<file path="src/rtl/sfr_pkg.sv">
// ----------------------------------------------------------------------------
// sfr_pkg
// Shared types, register indexes and status codes of the stuffed frame
// receiver.
// ----------------------------------------------------------------------------
package sfr_pkg;

    localparam int BYTE_W            = 8;
    localparam int CFG_INDEX_W       = 3;
    localparam int ITEM_W            = 9;
    localparam int RAW_FRAME_MAX_DEF = 256;

    typedef logic [BYTE_W-1:0]      byte_t;
    typedef logic [CFG_INDEX_W-1:0] cfg_index_t;
    typedef logic [ITEM_W-1:0]      item_cnt_t;

    localparam item_cnt_t ITEM_MAX = '1;

    typedef enum logic [2:0] {
        ST_OK        = 3'd0,
        ST_BAD_ADDR  = 3'd1,
        ST_TOO_LONG  = 3'd2,
        ST_BAD_SUM   = 3'd3,
        ST_OVERFLOW  = 3'd4
    } status_t;

    localparam cfg_index_t CFG_STATION_ADDRESS = 3'd0;
    localparam cfg_index_t CFG_MASTER_MODE     = 3'd1;
    localparam cfg_index_t CFG_ECHO_ENABLE     = 3'd2;
    localparam cfg_index_t CFG_START_CODE      = 3'd3;
    localparam cfg_index_t CFG_STOP_CODE       = 3'd4;
    localparam cfg_index_t CFG_ESCAPE_CODE     = 3'd5;
    localparam cfg_index_t CFG_MAX_PAYLOAD     = 3'd6;

    localparam byte_t RST_STATION_ADDRESS = 8'd0;
    localparam logic  RST_MASTER_MODE     = 1'b1;
    localparam logic  RST_ECHO_ENABLE     = 1'b1;
    localparam byte_t RST_START_CODE      = 8'd2;
    localparam byte_t RST_STOP_CODE       = 8'd3;
    localparam byte_t RST_ESCAPE_CODE     = 8'd16;
    localparam byte_t RST_MAX_PAYLOAD     = 8'd255;

    typedef struct packed {
        byte_t station_address;
        logic  master_mode;
        logic  echo_enable;
        byte_t start_code;
        byte_t stop_code;
        byte_t escape_code;
        byte_t max_payload;
    } cfg_t;

    typedef struct packed {
        logic    echo_valid;
        byte_t   echo_byte;
        logic    data_valid;
        byte_t   data_byte;
        logic    frame_done;
        status_t status;
        byte_t   payload_length;
    } result_t;

endpackage

</file>
<file path="src/rtl/sfr_if.sv">
// ----------------------------------------------------------------------------
// sfr_if
// Request channels of the stuffed frame receiver: received bytes in,
// decode results out.
// ----------------------------------------------------------------------------
interface sfr_rx_if;
    logic           valid;
    logic           ready;
    sfr_pkg::byte_t rx_byte;

    modport source (output valid, output rx_byte, input ready);
    modport sink   (input valid, input rx_byte, output ready);
endinterface

interface sfr_res_if;
    logic             valid;
    logic             ready;
    logic             echo_valid;
    sfr_pkg::byte_t   echo_byte;
    logic             data_valid;
    sfr_pkg::byte_t   data_byte;
    logic             frame_done;
    sfr_pkg::status_t status;
    sfr_pkg::byte_t   payload_length;

    modport source (output valid, output echo_valid, output echo_byte, output data_valid,
                    output data_byte, output frame_done, output status,
                    output payload_length, input ready);
    modport sink   (input valid, input echo_valid, input echo_byte, input data_valid,
                    input data_byte, input frame_done, input status,
                    input payload_length, output ready);
endinterface

</file>
<file path="src/rtl/stuffed_frame_receiver.sv">
// ----------------------------------------------------------------------------
// stuffed_frame_receiver
// Byte-stuffed serial frame receiver with address check, XOR checksum,
// line echo and end-of-frame status.
// ----------------------------------------------------------------------------
// Takes one received byte per clock and returns exactly one result request per
// byte: the byte is registered in the input register, decoded against the
// frame state, and the result is held in an output register. The frame state
// updates once per byte, so the sustained rate is one byte per cycle while the
// result side keeps up; a stalled result holds the input register and, in the
// same cycle, the input side whenever that register is occupied. Configuration
// is written through cfg_we/cfg_index/cfg_data and must only change while no
// byte is in flight. Frames longer than RAW_FRAME_MAX raw bytes report the
// overflow status unless an earlier error was already recorded.
module stuffed_frame_receiver #(
    parameter int RAW_FRAME_MAX = sfr_pkg::RAW_FRAME_MAX_DEF
) (
    input  logic                clk,
    input  logic                rst_n,
    sfr_rx_if.sink              rx,
    sfr_res_if.source           res,
    input  logic                cfg_we,
    input  sfr_pkg::cfg_index_t cfg_index,
    input  sfr_pkg::byte_t      cfg_data
);
    import sfr_pkg::*;

    cfg_t    cfg;
    result_t result;
    result_t result_reg;
    logic    st_valid_reg;
    byte_t   st_byte_reg;
    logic    res_valid_reg;
    logic    res_valid_next;
    logic    advance;

    sfr_cfg u_cfg (
        .clk       (clk),
        .rst_n     (rst_n),
        .cfg_we    (cfg_we),
        .cfg_index (cfg_index),
        .cfg_data  (cfg_data),
        .cfg       (cfg)
    );

    sfr_decode #(
        .RAW_FRAME_MAX (RAW_FRAME_MAX)
    ) u_decode (
        .clk     (clk),
        .rst_n   (rst_n),
        .advance (advance),
        .rx_byte (st_byte_reg),
        .cfg     (cfg),
        .result  (result)
    );

    assign advance  = st_valid_reg && (!res_valid_reg || res.ready);
    assign rx.ready = !st_valid_reg || advance;

    always_comb
    begin
        if (advance)
            res_valid_next = 1'b1;
        else if (res.ready)
            res_valid_next = 1'b0;
        else
            res_valid_next = res_valid_reg;
    end

    always_ff @(posedge clk or negedge rst_n)
    begin
        if (!rst_n)
        begin
            st_valid_reg  <= 1'b0;
            res_valid_reg <= 1'b0;
        end
        else
        begin
            if (rx.ready)
                st_valid_reg <= rx.valid;
            res_valid_reg <= res_valid_next;
        end
    end

    always_ff @(posedge clk)
    begin
        if (rx.valid && rx.ready)
            st_byte_reg <= rx.rx_byte;
        if (advance)
            result_reg <= result;
    end

    assign res.valid          = res_valid_reg;
    assign res.echo_valid     = result_reg.echo_valid;
    assign res.echo_byte      = result_reg.echo_byte;
    assign res.data_valid     = result_reg.data_valid;
    assign res.data_byte      = result_reg.data_byte;
    assign res.frame_done     = result_reg.frame_done;
    assign res.status         = result_reg.status;
    assign res.payload_length = result_reg.payload_length;

    // a stalled result holds the byte in the input register
    a_stall_holds_stage: assert property (@(posedge clk) disable iff (!rst_n)
        st_valid_reg && res_valid_reg && !res.ready |=> st_valid_reg)
        else $error("input register lost a byte while result stalled");

    // every registered byte yields a result
    a_byte_gives_result: assert property (@(posedge clk) disable iff (!rst_n)
        st_valid_reg && !res_valid_reg |=> res_valid_reg)
        else $error("registered byte produced no result");

    // status fields only accompany a frame end
    a_status_only_at_end: assert property (@(posedge clk) disable iff (!rst_n)
        res.valid && !res.frame_done |-> res.status == ST_OK && res.payload_length == '0)
        else $error("status reported without frame end");

endmodule

</file>
<file path="src/rtl/sfr_cfg.sv">
// ----------------------------------------------------------------------------
// sfr_cfg
// Configuration register bank, written through a plain indexed write port.
// ----------------------------------------------------------------------------
module sfr_cfg (
    input  logic                clk,
    input  logic                rst_n,
    input  logic                cfg_we,
    input  sfr_pkg::cfg_index_t cfg_index,
    input  sfr_pkg::byte_t      cfg_data,
    output sfr_pkg::cfg_t       cfg
);
    import sfr_pkg::*;

    cfg_t cfg_reg;
    cfg_t cfg_next;

    always_comb
    begin
        cfg_next = cfg_reg;
        if (cfg_we)
        begin
            case (cfg_index)
                CFG_STATION_ADDRESS: cfg_next.station_address = cfg_data;
                CFG_MASTER_MODE:     cfg_next.master_mode     = cfg_data[0];
                CFG_ECHO_ENABLE:     cfg_next.echo_enable     = cfg_data[0];
                CFG_START_CODE:      cfg_next.start_code      = cfg_data;
                CFG_STOP_CODE:       cfg_next.stop_code       = cfg_data;
                CFG_ESCAPE_CODE:     cfg_next.escape_code     = cfg_data;
                CFG_MAX_PAYLOAD:     cfg_next.max_payload     = cfg_data;
                default:             cfg_next = cfg_reg;
            endcase
        end
    end

    always_ff @(posedge clk or negedge rst_n)
    begin
        if (!rst_n)
        begin
            cfg_reg.station_address <= RST_STATION_ADDRESS;
            cfg_reg.master_mode     <= RST_MASTER_MODE;
            cfg_reg.echo_enable     <= RST_ECHO_ENABLE;
            cfg_reg.start_code      <= RST_START_CODE;
            cfg_reg.stop_code       <= RST_STOP_CODE;
            cfg_reg.escape_code     <= RST_ESCAPE_CODE;
            cfg_reg.max_payload     <= RST_MAX_PAYLOAD;
        end
        else
        begin
            cfg_reg <= cfg_next;
        end
    end

    assign cfg = cfg_reg;

endmodule

</file>
<file path="src/rtl/sfr_decode.sv">
// ----------------------------------------------------------------------------
// sfr_decode
// Frame state and per-byte decode: unstuffing, address and XOR checksum
// checks, one-late payload delivery and end-of-frame status.
// ----------------------------------------------------------------------------
module sfr_decode #(
    parameter int RAW_FRAME_MAX = sfr_pkg::RAW_FRAME_MAX_DEF
) (
    input  logic             clk,
    input  logic             rst_n,
    input  logic             advance,
    input  sfr_pkg::byte_t   rx_byte,
    input  sfr_pkg::cfg_t    cfg,
    output sfr_pkg::result_t result
);
    import sfr_pkg::*;

    localparam int               RAW_W     = $clog2(RAW_FRAME_MAX + 1);
    localparam logic [RAW_W-1:0] RAW_LIMIT = RAW_W'(RAW_FRAME_MAX);

    logic             frame_open_reg,     frame_open_next;
    logic             echo_stop_seen_reg, echo_stop_seen_next;
    logic             escape_pending_reg, escape_pending_next;
    logic [RAW_W-1:0] raw_count_reg,      raw_count_next;
    item_cnt_t        decoded_count_reg,  decoded_count_next;
    byte_t            running_xor_reg,    running_xor_next;
    byte_t            held_byte_reg,      held_byte_next;
    logic             held_valid_reg,     held_valid_next;
    status_t          frame_error_reg,    frame_error_next;

    always_comb
    begin
        logic      take;
        logic      finish;
        logic      echo_master;
        byte_t     item;
        item_cnt_t count_m2;

        take        = 1'b0;
        finish      = 1'b0;
        item        = rx_byte;
        echo_master = cfg.master_mode && cfg.echo_enable;
        count_m2    = '0;

        result              = '0;
        frame_open_next     = frame_open_reg;
        echo_stop_seen_next = echo_stop_seen_reg;
        escape_pending_next = escape_pending_reg;
        raw_count_next      = raw_count_reg;
        decoded_count_next  = decoded_count_reg;
        running_xor_next    = running_xor_reg;
        held_byte_next      = held_byte_reg;
        held_valid_next     = held_valid_reg;
        frame_error_next    = frame_error_reg;

        if (!cfg.master_mode && cfg.echo_enable)
        begin
            result.echo_valid = 1'b1;
            result.echo_byte  = rx_byte;
        end

        // start code always reopens the frame
        if (rx_byte == cfg.start_code)
        begin
            frame_open_next     = 1'b1;
            echo_stop_seen_next = 1'b0;
            raw_count_next      = '0;
            escape_pending_next = 1'b0;
            decoded_count_next  = '0;
            running_xor_next    = '0;
            held_byte_next      = '0;
            held_valid_next     = 1'b0;
            frame_error_next    = ST_OK;
        end

        if (frame_open_next)
        begin
            if (raw_count_next < RAW_LIMIT)
                raw_count_next = raw_count_next + 1'b1;
            else if (frame_error_next == ST_OK)
                frame_error_next = ST_OVERFLOW;

            if (rx_byte == cfg.stop_code)
            begin
                if (echo_master && !echo_stop_seen_next)
                begin
                    // end of own echo: restart decoding
                    echo_stop_seen_next = 1'b1;
                    raw_count_next      = '0;
                    escape_pending_next = 1'b0;
                    decoded_count_next  = '0;
                    running_xor_next    = '0;
                    held_byte_next      = '0;
                    held_valid_next     = 1'b0;
                    frame_error_next    = ST_OK;
                end
                else
                begin
                    if (escape_pending_next)
                    begin
                        escape_pending_next = 1'b0;
                        take                = 1'b1;
                        item                = rx_byte + cfg.start_code;
                    end
                    finish = 1'b1;
                end
            end
            else if (!(rx_byte == cfg.start_code && !cfg.master_mode))
            begin
                if (escape_pending_next)
                begin
                    escape_pending_next = 1'b0;
                    take                = 1'b1;
                    item                = rx_byte + cfg.start_code;
                end
                else if (rx_byte == cfg.escape_code)
                begin
                    escape_pending_next = 1'b1;
                end
                else
                begin
                    take = 1'b1;
                end
            end
        end

        if (take)
        begin
            if (decoded_count_next == '0)
            begin
                if (item != cfg.station_address && frame_error_next == ST_OK)
                    frame_error_next = ST_BAD_ADDR;
                running_xor_next = item;
            end
            else
            begin
                running_xor_next = running_xor_next ^ item;
                if ((decoded_count_next - 1'b1) > ITEM_W'(cfg.max_payload)
                    && frame_error_next == ST_OK)
                    frame_error_next = ST_TOO_LONG;
                if (held_valid_next && frame_error_next == ST_OK)
                begin
                    result.data_valid = 1'b1;
                    result.data_byte  = held_byte_next;
                end
                held_byte_next  = item;
                held_valid_next = 1'b1;
            end
            if (decoded_count_next != ITEM_MAX)
                decoded_count_next = decoded_count_next + 1'b1;
        end

        if (finish)
        begin
            result.frame_done = 1'b1;
            if (frame_error_next != ST_OK)
                result.status = frame_error_next;
            else if (decoded_count_next == ITEM_W'(0))
                result.status = ST_BAD_ADDR;
            else if (decoded_count_next == ITEM_W'(1))
                result.status = ST_BAD_SUM;
            else if (running_xor_next == '0)
                result.status = ST_OK;
            else
                result.status = ST_BAD_SUM;

            count_m2 = decoded_count_next - ITEM_W'(2);
            if (decoded_count_next >= ITEM_W'(2))
            begin
                if (count_m2 > ITEM_W'(255))
                    result.payload_length = '1;
                else
                    result.payload_length = count_m2[BYTE_W-1:0];
            end

            frame_open_next     = 1'b0;
            echo_stop_seen_next = 1'b0;
            held_valid_next     = 1'b0;
            escape_pending_next = 1'b0;
        end
    end

    always_ff @(posedge clk or negedge rst_n)
    begin
        if (!rst_n)
        begin
            frame_open_reg     <= 1'b0;
            echo_stop_seen_reg <= 1'b0;
            escape_pending_reg <= 1'b0;
            raw_count_reg      <= '0;
            decoded_count_reg  <= '0;
            running_xor_reg    <= '0;
            held_byte_reg      <= '0;
            held_valid_reg     <= 1'b0;
            frame_error_reg    <= ST_OK;
        end
        else if (advance)
        begin
            frame_open_reg     <= frame_open_next;
            echo_stop_seen_reg <= echo_stop_seen_next;
            escape_pending_reg <= escape_pending_next;
            raw_count_reg      <= raw_count_next;
            decoded_count_reg  <= decoded_count_next;
            running_xor_reg    <= running_xor_next;
            held_byte_reg      <= held_byte_next;
            held_valid_reg     <= held_valid_next;
            frame_error_reg    <= frame_error_next;
        end
    end

endmodule
</file>
<file path="src/flat_wrapper.sv">
// flat-port wrapper written by rule: the top's interface ports become plain ports
module stuffed_frame_receiver_flat import sfr_pkg::*;
#(
    parameter int RAW_FRAME_MAX = sfr_pkg::RAW_FRAME_MAX_DEF
)
  (clk, rst_n, cfg_we, cfg_index, cfg_data, rx_valid, rx_rx_byte, rx_ready, res_valid, res_echo_valid, res_echo_byte, res_data_valid, res_data_byte, res_frame_done, res_status, res_payload_length, res_ready);
  sfr_rx_if rx_i ();
  sfr_res_if res_i ();
  input  logic clk;
  input  logic rst_n;
  input  logic cfg_we;
  input  sfr_pkg::cfg_index_t cfg_index;
  input  sfr_pkg::byte_t cfg_data;
  input wire logic [$bits(rx_i.valid)-1:0] rx_valid;
  input wire logic [$bits(rx_i.rx_byte)-1:0] rx_rx_byte;
  output wire logic [$bits(rx_i.ready)-1:0] rx_ready;
  output wire logic [$bits(res_i.valid)-1:0] res_valid;
  output wire logic [$bits(res_i.echo_valid)-1:0] res_echo_valid;
  output wire logic [$bits(res_i.echo_byte)-1:0] res_echo_byte;
  output wire logic [$bits(res_i.data_valid)-1:0] res_data_valid;
  output wire logic [$bits(res_i.data_byte)-1:0] res_data_byte;
  output wire logic [$bits(res_i.frame_done)-1:0] res_frame_done;
  output wire logic [$bits(res_i.status)-1:0] res_status;
  output wire logic [$bits(res_i.payload_length)-1:0] res_payload_length;
  input wire logic [$bits(res_i.ready)-1:0] res_ready;
  assign rx_i.valid = rx_valid;
  assign rx_i.rx_byte = rx_rx_byte;
  assign rx_ready = rx_i.ready;
  assign res_valid = res_i.valid;
  assign res_echo_valid = res_i.echo_valid;
  assign res_echo_byte = res_i.echo_byte;
  assign res_data_valid = res_i.data_valid;
  assign res_data_byte = res_i.data_byte;
  assign res_frame_done = res_i.frame_done;
  assign res_status = res_i.status;
  assign res_payload_length = res_i.payload_length;
  assign res_i.ready = res_ready;
  stuffed_frame_receiver #(.RAW_FRAME_MAX(RAW_FRAME_MAX)) u_core (.clk(clk), .rst_n(rst_n), .rx(rx_i), .res(res_i), .cfg_we(cfg_we), .cfg_index(cfg_index), .cfg_data(cfg_data));
endmodule
</file>
<file path="config.mk">
export PLATFORM = sky130hd
export DESIGN_NAME = stuffed_frame_receiver_flat
export DESIGN_NICKNAME = d
export VERILOG_FILES = /design/src/rtl/sfr_pkg.sv /design/src/rtl/sfr_if.sv /design/src/rtl/stuffed_frame_receiver.sv /design/src/rtl/sfr_cfg.sv /design/src/rtl/sfr_decode.sv /design/src/flat_wrapper.sv
export SDC_FILE = /design/constraint.sdc
export NUM_CORES = 1
export LEC_CHECK = 0
export ABC_AREA = 1
export BUFFER_PORTS_ARGS = -buffer_cell sky130_fd_sc_hd__clkbuf_2
export CELL_PAD_IN_SITES_DETAIL_PLACEMENT = 1
export CELL_PAD_IN_SITES_GLOBAL_PLACEMENT = 1
export CORE_UTILIZATION = 45
export CTS_CLUSTER_DIAMETER = 80
export CTS_CLUSTER_SIZE = 24
export DETAILED_ROUTE_END_ITERATION = 12
export MAX_ROUTING_LAYER = met4
export PLACE_DENSITY_LB_ADDON = 0.08
export REMOVE_ABC_BUFFERS = 1
export SLEW_MARGIN = 25
export SYNTH_ARGS = -nofsm -noshare
export SYNTH_HDL_FRONTEND = slang
export SYNTH_SLANG_ARGS = --single-unit
</file>
<file path="constraint.sdc">
create_clock -name clk -period 8.45 [get_ports clk]
set_input_delay 2.535 -clock clk [delete_from_list [all_inputs] [get_ports clk]]
set_output_delay 2.535 -clock clk [all_outputs]
set_load 0.02 [all_outputs]
</file>
==> flow_metrics.py <==
metrics = {
    "grt": {
        "grt_max_degree": 63,
        "overflow": 0,
        "grt_pass1_wl_mm": 32.3,
        "grt_antenna_before_repair": 0,
        "grt_pass1_vias": 6325,
        "grt_usage": 0.262,
    },
    "power_and_ir_drop": {
        "ir_worst_vdd_uv": 166,
        "swShare": 0.407,
        "power.internal_uw": 1700,
        "p_sw_uw": 1170,
        "p_clk_frac": 0.282,
        "p_comb_frac": 0.421,
        "pwr-share-seq": 0.297,
        "powerDensity_mw_per_mm2": 338,
        "static-leakage-power_uw": 0.00406,
    },
    "route": {
        "drc": 0,
        "drtIter0Drc": 259,
        "dr_wl_met3_um": 521,
        "wl_per_cell_um": 16.1,
        "post_drt_via_cell_ratio": 5.13,
        "met2_length_mm": 9.08,
        "routed.top_layer": "met4",
        "num_vias": 6177,
        "drtAntennaViolNets": 0,
        "wl_met1_mm": 9.22,
        "totalWireLength_mm": 19.4,
        "drt_pass1_iterations": 4,
    },
    "placed_design": {
        "dpl_cell_area_mm2": 0.00784,
        "portBuffers": 55,
        "dp_hpwl_mm": 14.3,
        "place.gp.congestion": 0.859,
    },
    "yosys": {
        "synth_xor_area_frac": 0.0381,
        "ys_warn_count": 0,
        "synth-compound-area-share": 0.108,
        "synthFlopType": "dfrtp_1",
        "ys_ff_latch": 123,
        "yosysUniqueCellTypes": 54,
        "synth_fa_ha_area_frac": 0.0384,
        "avgSynthCellArea_um2": 8.03,
        "syn_area_mm2": 0.00736,
        "synth_simple_gate_area_frac": 0.291,
        "yosysSeqAreaShare": 0.447,
        "synth_cells": 916,
        "synthMuxAreaShare": 0,
        "synth_top_family_by_area": "simple AND/OR/NAND/NOR gates",
        "async_flop_share": 0.691,
        "synth-edff-count": 38,
    },
    "min_path": {
        "min_path_type": "reg -> reg",
        "hp-start": "u_core.u_decode.held_byte_reg[2]$_DFFE_PN0P_",
    },
    "critical_path": {
        "path_cells": "clkbuf_2 > inv_1 > nand3_1 > clkbuf_2",
        "path_max_fanout": 3,
        "r2r-start": "u_core.st_byte_reg[2]$_DFFE_PP_",
        "startpoint": "res_ready",
        "cp-start-kind": "input pin",
        "cp.required_ns": 5.92,
        "crit_type": "in -> out",
        "cp.arrival_ns": 2.95,
        "cp-end-kind": "primary output",
        "cp_common_cell": "clkbuf_2",
        "max_stage_delay_ns": 0.18,
        "slowest_stage": "clkbuf_2",
    },
    "die": {
        "row_count": 46,
        "boundaryPins": 56,
        "die_area_mm2": 0.0169,
        "core_area_mm2": 0.0159,
        "die_w_um": 130,
        "die_y_um": 130,
        "start_util": 0.461,
    },
    "timing": {
        "finalMaxSlewViolations": 0,
        "grt_setup_unrepaired": "no",
        "min_period_over_period": 0.649,
        "fin_crit_ns": 5.48,
        "hold_viol_final": 0,
        "maxSlewHeadroom": 0.333,
        "tightest_slew_ns": 0.989,
        "setup-tns-final_ns": 0,
        "max_freq_mhz": 182,
        "setup-violations-final": 0,
        "finalClockSkew_ns": 0.00894,
    },
    "run": {
        "max_cap_violations": 0,
    },
    "final_layout": {
        "fillCellCount": 1958,
        "antenna_cells": 0,
        "largest_reg_flops": 42,
        "regArea_mm2": 0.00329,
        "nNetsFinal": 1022,
        "layout_common_cells": "nand2_1, inv_1, o21ai_0, nor2_1, dfrtp_1",
        "final_common_cell": "nand2_1",
        "layout-drive-gt1-share": 0.182,
        "final_area_mm2": 0.00849,
        "multi_input_area_mm2": 0.00350,
        "area_delta_synth_final_pct": 15.4,
    },
    "cts": {
        "numCtsBuffers": 17,
        "post_cts_resized": 0,
        "cts.clk_slew.worst_paths_ns": 0.05,
        "clock_path_buffers": 2,
        "htreeDepth": 4,
        "hold_buffers": 0,
        "cts_root_buf": "clkbuf_16",
        "postCtsSetupBuffers": 0,
        "cts_tree": "built",
        "clock_latency_ns": 0.43,
        "clock_sinks": 123,
    },
    "outcome": {
        "status": "finished, final reports clean",
    },
}
[per-layer routing]
layer  vias up  track usage
met4         0        0.111
met5         -            -
li1       3105            -
met2        99        0.416
met3        34       0.0402
met1      2939        0.333
[worst max-delay path, delay by kind of cell]
| family | cells | cell delay, ns |
|---|---|---|
| buf+inv | 3 | 0.31 |
| simple gates | 1 | 0.10 |
[layout make-up]
type,instances,area share
clock buffer,18,0.0506
clock inverter,14,0.0255
inverter,128,0.0570
tap,216,0.0318
timing repair buffer,58,0.0354
sequential,123,0.387
multi-input combinational,648,0.413
[through the flow]
stage / util / worst slack [ns] / hold slack, ns / power [uW] / cells
floorplan: - / 3.13 / 0.449 / 1750 / 899
CTS: 0.532 / 2.96 / 0.483 / 2890 / 1205
global placement: 0.492 / 2.98 / 0.462 / 2020 / 1173
global route: 0.532 / 2.80 / 0.516 / 3090 / 1205
detailed placement: 0.492 / 2.97 / 0.467 / 2060 / 1173
finish: 0.532 / 2.97 / 0.483 / 2870 / 1205
[power groups by stage]
| stage | combinational, uW | clock, uW | sequential [uW] |
|---|---|---|---|
| 6_report | 1210 | 807 | 851 |
| 3_5_place_dp | 1190 | 0 | 860 |
| 3_3_place_gp | 1170 | 0 | 855 |
| 2_1_floorplan | 890 | 0 | 864 |
| 5_1_grt | 1380 | 844 | 868 |
| 4_1_cts | 1220 | 819 | 851 |
[synthesized netlist by cell type, drive strengths merged, types with 16 or more instances]
cell / number / area share
inv: 126 / 0.065
nor2: 99 / 0.063
edfxtp: 38 / 0.16
ha: 21 / 0.036
a21oi: 23 / 0.019
dfrtp: 71 / 0.24
nand4: 16 / 0.014
o21ai: 85 / 0.058
nand2: 273 / 0.15
nand3: 53 / 0.050
xor2: 18 / 0.021
[cells by family (layout without fill, tap and decap cells)]
group / count (synthesis) / count (layout)
buffers and inverters: 145 / 218
DFF: 123 / 123
and+or+nand+nor: 457 / 457
adders and majority gates: 22 / 22
AOI/OAI and AO/OA: 137 / 137
xor gates and xnor gates: 32 / 32
[worst paths after layout]
kind / to / slack [ns] / depth (start not counted)
setup / recovery: rx_ready / 2.97 / 4
hold / removal: u_core.u_decode.held_byte_reg[2]$_DFFE_PN0P_ / 0.48 / 2
setup reg to reg: u_core.res.status[1]$_SDFFCE_PN0P_ / 3.25 / 28
hold reg to reg: u_core.u_decode.held_byte_reg[2]$_DFFE_PN0P_ / 0.48 / 2
max in group asynchronous: u_core.u_decode.decoded_count_reg[8]$_DFFE_PN0P_ / 5.28 / 2
min in group asynchronous: u_core.u_decode.raw_count_reg[3]$_DFFE_PN0P_ / 2.04 / 1
Note: power is estimated with default switching activity, not from simulation.
